<file path="src/hw/rtl/assert_macros.svh">
// Assertion helpers, included by the allocator unit.
`ifndef ASSERT_MACROS_SVH
`define ASSERT_MACROS_SVH
`ifndef NO_ASSERTIONS
`define ASSERT_IMPLIES(label, clk, rst_n, ante, cons) \
  label: assert property (@(posedge clk) disable iff (!rst_n) (ante) |-> (cons)) \
    else $error("assertion failed: label");
`define ASSERT_NEXT(label, clk, rst_n, ante, cons) \
  label: assert property (@(posedge clk) disable iff (!rst_n) (ante) |=> (cons)) \
    else $error("assertion failed: label");
`define ASSERT_DELAY(label, clk, rst_n, ante, n, cons) \
  label: assert property (@(posedge clk) disable iff (!rst_n) (ante) |-> ##n (cons)) \
    else $error("assertion failed: label");
`else
`define ASSERT_IMPLIES(label, clk, rst_n, ante, cons)
`define ASSERT_NEXT(label, clk, rst_n, ante, cons)
`define ASSERT_DELAY(label, clk, rst_n, ante, n, cons)
`endif
`endif

</file>
<file path="src/hw/rtl/irsa_pkg.sv">
package irsa_pkg;

  localparam int ENTRY_W = 6;
  localparam int SLOT_W  = 3;
  localparam int CNT_W   = 4;

  typedef enum logic [2:0] {
    ST_OK    = 3'd0,
    ST_FULL  = 3'd1,
    ST_HEAP  = 3'd2,
    ST_ORDER = 3'd3,
    ST_NONE  = 3'd4
  } status_t;

  localparam logic ACT_ALLOC = 1'b0;
  localparam logic ACT_FREE  = 1'b1;

  // commands from the controller to the datapath
  typedef struct packed {
    logic load;   // capture request and read slot entry
    logic exec;   // evaluate, write back, emit result
  } irsa_cmd_t;

endpackage

</file>
<file path="src/hw/rtl/irsa_ctrl.sv">
module irsa_ctrl (
  input  logic                clk,
  input  logic                rst_n,
  input  logic                start,
  output logic                busy,
  output irsa_pkg::irsa_cmd_t cmd
);
  import irsa_pkg::*;

  typedef enum logic [1:0] {
    S_IDLE = 2'b01,
    S_EXEC = 2'b10
  } state_t;

  state_t state_r;
  state_t state_nxt;

  always_comb begin
    state_nxt = state_r;
    case (state_r)
      S_IDLE: begin
        if (start) state_nxt = S_EXEC;
      end
      S_EXEC: begin
        state_nxt = S_IDLE;
      end
      default: begin
        state_nxt = S_IDLE;
      end
    endcase
  end

  always_ff @(posedge clk) begin
    if (!rst_n) begin
      state_r <= S_IDLE;
    end else begin
      state_r <= state_nxt;
    end
  end

  assign busy     = (state_r != S_IDLE);
  assign cmd.load = start && (state_r == S_IDLE);
  assign cmd.exec = (state_r == S_EXEC);

endmodule

</file>
<file path="src/hw/rtl/irsa_dpath.sv">
module irsa_dpath #(
  parameter int RING_ENTRIES = 64,
  parameter int MAX_SLOTS    = 8
) (
  input  logic                          clk,
  input  logic                          rst_n,
  input  irsa_pkg::irsa_cmd_t           cmd,
  input  logic                          cfg_we,
  input  logic [irsa_pkg::CNT_W-1:0]    cfg_wdata,
  input  logic                          in_action,
  input  logic [irsa_pkg::SLOT_W-1:0]   in_slot,
  input  logic [irsa_pkg::ENTRY_W-1:0]  in_entry_index,
  input  logic                          in_in_pool,
  input  logic                          in_present,
  output logic                          out_valid,
  output irsa_pkg::status_t             out_status,
  output logic [irsa_pkg::ENTRY_W-1:0]  out_granted_index
);
  import irsa_pkg::*;

  localparam int PW   = $clog2(RING_ENTRIES);
  localparam int SIW  = (MAX_SLOTS > 1) ? $clog2(MAX_SLOTS) : 1;
  localparam int SW   = ((PW > CNT_W) ? PW : CNT_W) + 1;
  localparam int CW   = (PW > ENTRY_W) ? PW : ENTRY_W;
  localparam int NRED = (RING_ENTRIES + 14) / RING_ENTRIES;

  // (pos + stride) mod RING_ENTRIES, pos already below RING_ENTRIES
  function automatic logic [PW-1:0] advance(input logic [PW-1:0] pos,
                                            input logic [CNT_W-1:0] stride);
    logic [SW-1:0] s;
    s = SW'(pos) + SW'(stride);
    for (int i = 0; i < NRED; i++) begin
      if (s >= SW'(RING_ENTRIES)) s = s - SW'(RING_ENTRIES);
    end
    return PW'(s);
  endfunction

  logic [CNT_W-1:0]   slot_count_r;
  logic               act_r;
  logic [ENTRY_W-1:0] ent_r;
  logic               inpool_r;
  logic               pres_r;
  logic               slot_ok_r;
  logic [SIW-1:0]     idx_r;
  logic               rd_vld_r;
  logic [2*PW-1:0]    rdata_r;

  logic [2*PW-1:0]    mem [MAX_SLOTS];
  logic [MAX_SLOTS-1:0] vld_r;
  logic [PW-1:0]      rst_pos [MAX_SLOTS];

  logic [SIW-1:0]     in_idx;
  logic               in_slot_ok;
  logic [PW-1:0]      cur_a;
  logic [PW-1:0]      cur_f;
  logic [PW-1:0]      adv_a;
  logic [PW-1:0]      adv_f;
  logic [PW-1:0]      new_a;
  logic [PW-1:0]      new_f;
  logic               wr_en;
  status_t            status_c;
  logic [ENTRY_W-1:0] granted_c;

  logic               out_valid_r;
  status_t            out_status_r;
  logic [ENTRY_W-1:0] out_granted_r;

  for (genvar g = 0; g < MAX_SLOTS; g++) begin : g_rst
    assign rst_pos[g] = PW'(g % RING_ENTRIES);
  end

  assign in_idx     = SIW'(in_slot);
  assign in_slot_ok = (32'(in_slot) < MAX_SLOTS);

  always_ff @(posedge clk) begin
    if (!rst_n) begin
      slot_count_r <= CNT_W'(1);
    end else if (cfg_we) begin
      slot_count_r <= cfg_wdata;
    end
  end

  // hold request fields for the execute cycle
  always_ff @(posedge clk) begin
    if (cmd.load) begin
      act_r     <= in_action;
      ent_r     <= in_entry_index;
      inpool_r  <= in_in_pool;
      pres_r    <= in_present;
      slot_ok_r <= in_slot_ok;
      idx_r     <= in_idx;
      rd_vld_r  <= vld_r[in_idx];
    end
  end

  always_ff @(posedge clk) begin
    if (wr_en) mem[idx_r] <= {new_a, new_f};
    if (cmd.load) rdata_r <= mem[in_idx];
  end

  always_ff @(posedge clk) begin
    if (!rst_n) begin
      vld_r <= '0;
    end else if (wr_en) begin
      vld_r[idx_r] <= 1'b1;
    end
  end

  // unwritten entries read as their reset position
  assign cur_a = rd_vld_r ? rdata_r[2*PW-1:PW] : rst_pos[idx_r];
  assign cur_f = rd_vld_r ? rdata_r[PW-1:0]    : rst_pos[idx_r];
  assign adv_a = advance(cur_a, slot_count_r);
  assign adv_f = advance(cur_f, slot_count_r);

  always_comb begin
    status_c  = ST_NONE;
    granted_c = '0;
    new_a     = cur_a;
    new_f     = cur_f;
    wr_en     = 1'b0;
    if (slot_ok_r) begin
      if (act_r == ACT_ALLOC) begin
        if (adv_a == cur_f) begin
          status_c = ST_FULL;
        end else begin
          status_c  = ST_OK;
          granted_c = ENTRY_W'(cur_a);
          new_a     = adv_a;
          wr_en     = cmd.exec;
        end
      end else if (!pres_r) begin
        status_c = ST_NONE;
      end else if (!inpool_r) begin
        status_c = ST_HEAP;
      end else if (CW'(ent_r) == CW'(cur_f)) begin
        status_c = ST_OK;
        new_f    = adv_f;
        wr_en    = cmd.exec;
      end else begin
        status_c = ST_ORDER;
      end
    end
  end

  always_ff @(posedge clk) begin
    if (!rst_n) begin
      out_valid_r <= 1'b0;
    end else begin
      out_valid_r <= cmd.exec;
    end
  end

  always_ff @(posedge clk) begin
    if (cmd.exec) begin
      out_status_r  <= status_c;
      out_granted_r <= granted_c;
    end
  end

  assign out_valid         = out_valid_r;
  assign out_status        = out_status_r;
  assign out_granted_index = out_granted_r;

endmodule

</file>
<file path="src/hw/rtl/interleaved_ring_slot_allocator_unit.sv">
// Interleaved ring slot allocator.
// Request channel: start with in_action, in_slot, in_entry_index, in_in_pool
//   and in_present; a request is taken at a clock edge where start is high and
//   busy is low. Allocate requests grant the slot's next ring entry or report
//   full; free requests advance the slot's free position or report heap
//   release, out of order or nothing done.
// Result channel: out_valid pulses for one cycle with out_status and
//   out_granted_index. The receiver cannot stall; a result must be taken in
//   that cycle. Exactly one result per request.
// Config: cfg_we with cfg_wdata writes slot_count (the stride); write only
//   while idle. Positions keep their values across a write.
// Timing: the accepting edge registers the slot's positions, the next cycle
//   executes and writes them back, and out_valid is high in the cycle after
//   that; busy covers the execute cycle, so a new request is taken only once
//   the previous one has executed.
// Reset (rst_n low, synchronous): slot_count returns to 1, every slot's
//   positions read as the slot's own number, no request is pending and no
//   strobe is issued. No clearing pass is needed; valid bits cover it.
`include "assert_macros.svh"

module interleaved_ring_slot_allocator_unit #(
  parameter int RING_ENTRIES = 64,
  parameter int MAX_SLOTS    = 8
) (
  input  logic                          clk,
  input  logic                          rst_n,
  input  logic                          start,
  output logic                          busy,
  input  logic                          in_action,
  input  logic [irsa_pkg::SLOT_W-1:0]   in_slot,
  input  logic [irsa_pkg::ENTRY_W-1:0]  in_entry_index,
  input  logic                          in_in_pool,
  input  logic                          in_present,
  input  logic                          cfg_we,
  input  logic [irsa_pkg::CNT_W-1:0]    cfg_wdata,
  output logic                          out_valid,
  output irsa_pkg::status_t             out_status,
  output logic [irsa_pkg::ENTRY_W-1:0]  out_granted_index
);
  import irsa_pkg::*;

  irsa_cmd_t cmd;

  // sequence each request: capture and read, then execute and write back
  irsa_ctrl u_ctrl (
    .clk   (clk),
    .rst_n (rst_n),
    .start (start),
    .busy  (busy),
    .cmd   (cmd)
  );

  // position memory, stride register, update logic and result register
  irsa_dpath #(
    .RING_ENTRIES (RING_ENTRIES),
    .MAX_SLOTS    (MAX_SLOTS)
  ) u_dpath (
    .clk               (clk),
    .rst_n             (rst_n),
    .cmd               (cmd),
    .cfg_we            (cfg_we),
    .cfg_wdata         (cfg_wdata),
    .in_action         (in_action),
    .in_slot           (in_slot),
    .in_entry_index    (in_entry_index),
    .in_in_pool        (in_in_pool),
    .in_present        (in_present),
    .out_valid         (out_valid),
    .out_status        (out_status),
    .out_granted_index (out_granted_index)
  );

  // every accepted request yields its strobe after the execute cycle
  `ASSERT_DELAY(a_req_to_result, clk, rst_n, start && !busy, 2, out_valid)
  // busy, once raised, is low again in the next cycle
  `ASSERT_NEXT(a_exec_one_cycle, clk, rst_n, busy, !busy)
  // the strobe is issued only after execute, with the controller idle
  `ASSERT_IMPLIES(a_strobe_idle, clk, rst_n, out_valid, !busy)
  // a grant index is carried only by a successful request
  `ASSERT_IMPLIES(a_grant_zero, clk, rst_n, out_valid && out_status != ST_OK, ~|out_granted_index)

endmodule
</file>
<file path="config.mk">
export PLATFORM = sky130hd
export DESIGN_NAME = interleaved_ring_slot_allocator_unit
export DESIGN_NICKNAME = d
export VERILOG_FILES = /design/src/hw/rtl/irsa_pkg.sv /design/src/hw/rtl/irsa_ctrl.sv /design/src/hw/rtl/irsa_dpath.sv /design/src/hw/rtl/interleaved_ring_slot_allocator_unit.sv
export VERILOG_INCLUDE_DIRS = /design/src /design/src/hw/rtl
export SDC_FILE = /design/constraint.sdc
export NUM_CORES = 1
export LEC_CHECK = 0
export BUFFER_PORTS_ARGS = -buffer_cell sky130_fd_sc_hd__buf_2
export CORE_MARGIN = 10
export CORE_UTILIZATION = 48
export DETAILED_ROUTE_END_ITERATION = 6
export MAX_ROUTING_LAYER = met4
export PLACE_DENSITY = 0.73
export SLEW_MARGIN = 20
export SYNTH_ARGS = -nofsm -noshare
export SYNTH_HDL_FRONTEND = slang
export SYNTH_SLANG_ARGS = --single-unit
</file>
<file path="constraint.sdc">
create_clock -name clk -period 12.99 [get_ports clk]
set_clock_uncertainty 0.1 [all_clocks]
set_input_delay 1.9485 -clock clk [delete_from_list [all_inputs] [get_ports clk]]
set_output_delay 1.9485 -clock clk [all_outputs]
set_load 0.005 [all_outputs]
</file>
==> impl_metrics.json <==
{
  "drc": 0,
  "design.final.nets": 449,
  "max_transition_viols_final": 0,
  "async_sr_flop_fraction_pct": 0,
  "clockRootBuffer": "clkbuf_16",
  "synth_sequential_area_ratio_pct": 67.2,
  "cts_sinks": 145,
  "critPathMaxFanout": 22,
  "nFillCells": 950,
  "grt_pass1_wl_mm": 18.8,
  "cp_cell_sequence": "inv_1 > nand2_1 > nand2_1 > ha_1 > and3_1 > or3_1 > a2111oi_2 > nor4_1 > a311oi_2 > nor2_1",
  "synth_cell_type_count": 44,
  "synthTopCellsByArea": "edfxtp_1 62%, mux4_2 9.4%, dfxtp_1 4.8%, mux2_2 3.4%, ha_1 1.6%",
  "portBuffers": 30,
  "tritoncts.num_buffers": 17,
  "cpPeakStageDelay_ns": 0.89,
  "initial_core_util_pct": 49.4,
  "hold_ws_ns": 0.358,
  "netlist.top_cell.by_area": "edfxtp_1",
  "area.growth.synth_to_final_pct": 14.7,
  "grt_max_degree": 28,
  "critical_path.n_buffers_inverters": 1,
  "diode_insertion_count_for_antenna_repair": 0,
  "path_clk_slew_ns": 0.06,
  "gpl.final_weighted_congestion": 0.988,
  "layout_worst_path_cycle_share_pct": 34.8,
  "cp_data_arrival_time_ns": 4.49,
  "syn-num-nets": 414,
  "die-area_sq_um": 18000,
  "setup.worst_path.class": "reg2reg",
  "relative_slew_slack_pct": 30.2,
  "xor_xnor_fraction_of_synth_area_pct": 2.24,
  "worst_ep_required_time_ns": 12.96,
  "synth-warning-count": 0,
  "dpl_cell_area_sq_um": 6580,
  "topRoutingLayerUsed": "met4",
  "synth_enable_flop_cells": 130,
  "design_area_sq_um": 7170,
  "postCtsResizedCells": 0,
  "cts_tree": "built",
  "via_count_of_the_first_global_routing_pass": 3348,
  "post_synthesis_compound_gate_area_fraction_pct": 4.56,
  "detailedRoute.firstIterationViolations": 327,
  "wl_met3_um": 812,
  "synth.cell_area_sq_um": 6250,
  "cp_slowest_cell": "edfxtp_1",
  "post_synth.cell_area_avg_sq_um": 16.3,
  "detail_route.wirelength.met1_mm": 5.15,
  "setup.worst_path.end_class": "flip-flop",
  "post_cts_buffers": 0,
  "fin_util_pct": 56.6,
  "vias_per_cell": 5.52,
  "hold_viol": 0,
  "power_leakage_nw": 2.48,
  "antenna_violations_before_repair": 0,
  "fp.dieW_um": 134,
  "setup_tns_final_ns": 0,
  "drt_pass1_iterations": 5,
  "grt_setup_unrepaired": "no",
  "grt_use_total_pct": 14.2,
  "synth_top_family_by_area": "multiplexers",
  "overflow": 0,
  "cts-root-to-sink-buffers": 2,
  "min-delay-path-class": "reg2reg",
  "cts.hold.buffers_added": 0,
  "final.min_clock_period_ns": 4.52,
  "dieHeight_um": 134,
  "postSynthRegisterBits": 145,
  "netlist_instances": 384,
  "cpMostUsedCell": "nand2_1",
  "yosys.area_share.simple_pct": 7.58,
  "dr_total_vias": 3334,
  "setup-violations-final": 0,
  "post-dp-hpwl_mm": 8.23,
  "cp_top_family": "simple AND/OR/NAND/NOR gates",
  "cap_violations": 0,
  "insertion_delay_ns": 0.42,
  "ioPinCount": 31,
  "ys_dominant_reg_cell": "edfxtp_1",
  "max_slew.worst_pin.slew_ns": 1.04,
  "layout-drive-gt1-share_pct": 26.6,
  "status": "completed",
  "proportion_of_synthesized_area_in_mux_cells_pct": 14.5,
  "synth.top_cell.area_share_pct": 62.4,
  "area_share_of_fa_ha_maj_cells_after_synthesis_pct": 2.24,
  "routed_wirelength_mm": 11.8,
  "core-area_sq_um": 12700,
  "ant_nets": 0,
  "std_cell_rows": 41,
  "setup.worst_path.start_class": "flip-flop",
  "dr_wl_met2_mm": 5.52,
  "cts_max_level": 4,
  "wl_per_cell_um": 19.5,
  "power.density_nw_per_um2": 154,
  "ir_drop_uv": 107,
  "maxClockFrequency_ghz": 0.221
}
## cell usage in the layout, fill, tap and decap left out, types with 3 or more instances in the layout
cell type  instances
a21o_1             5
a21oi_1           13
and2_1            10
and3_1             3
buf_2             30
bufinv_16          3
clkbuf_1           5
clkbuf_16         17
dfxtp_1           15
edfxtp_1         130
ha_1               8
inv_1              9
mux2_2            19
mux2i_1            6
mux4_2            26
nand2_1           21
nand2b_1           4
nand3_1            6
nor2_1            17
nor2_2             3
nor2b_1            6
nor3_1             3
nor4_1             3
o21ai_0           15
or3_1              5
xnor2_1            9
xor2_1             7
## synthesized netlist by cell type (2+ instances only)
cell and number:
edfxtp_1 130, or3_1 5, a21oi_1 13, inv_1 9
nand2b_1 4, mux2i_4 2, nor2b_1 6, nand3_1 6
and3_1 3, nor3_1 5, buf_2 4, ha_1 8
mux2i_1 6, nand2_1 21, o21ai_0 15, clkbuf_1 11
fa_1 2, nor4_1 3, nand3b_1 2, a311oi_2 2
mux2_2 19, xor2_1 7, nor2_1 20, and2_1 10
xnor2_1 9, a21o_1 5, mux4_2 26, dfxtp_1 15
## power by group
part,total [mW],switching [mW],internal (mW),leakage (nW)
Clock,0.486,0.179,0.308,0.286
Sequential,0.534,0.00921,0.525,1.32
Combinational,0.0867,0.0512,0.0355,0.879
Total,1.11,0.239,0.868,2.48
## metrics by stage
stage / std cells / total power [mW] / worst slack, ns
after floorplan: 384 / 0.603 / 8.83
after global placement: 572 / 0.628 / 8.60
after detailed placement: 572 / 0.630 / 8.47
after CTS: 604 / 1.11 / 8.46
after global routing: 604 / 1.14 / 8.13
final: 604 / 1.11 / 8.47
## kinds of logic after synthesis
group,count (synthesis)
xor+xnor,16
compound gates,43
flops,145
simple gates,92
mux,53
fa+ha+maj,10
buf+inv,25
## routing by layer
layer  GRT usage (%)  vias up
met5               -        -
met4            6.47        0
met3            5.64       22
met2            20.2      108
met1            17.6     1642
li1                -     1562
## state kept, by name, indices dropped and copies added (netlist names), 3 cells and up
register,flops
u_dpath.ent_r,6
u_dpath.idx_r,3
u_dpath.mem,96
u_dpath.out_granted_index,6
u_dpath.out_status,3
u_dpath.rdata_r,12
u_dpath.slot_count_r,4
u_dpath.vld_r,8
## area by class of cell
class                   count  area, sq um  area share (%)
flip-flops and latches    145         4200            58.6
multi-input cells         214         1960            27.4
clock buffers              23          458            6.39
well taps                 172          215            3.00
repair buffers             32          165            2.30
clock inverters             9          134            1.87
inverters                   9         33.8           0.471
## worst reg2reg max path, delay by kind of cell (launching register included)
kind | cells | cell delay (ns)
flops | 1 | 0.89
compound gates | 2 | 1.11
simple gates | 6 | 1.43
buf+inv | 1 | 0.29
fa+ha+maj | 1 | 0.35
## final timing paths
path,startpoint,to,slack [ns],cells after the start
max,u_dpath.rd_vld_r,u_dpath.mem[6][1],8.47,10
min,u_dpath.vld_r[0],u_dpath.vld_r[0],0.36,2
max reg2reg,u_dpath.rd_vld_r,u_dpath.mem[6][1],8.47,10
min reg2reg,u_dpath.vld_r[0],u_dpath.vld_r[0],0.36,2
No activity file was read; power rests on OpenSTA's default activity.
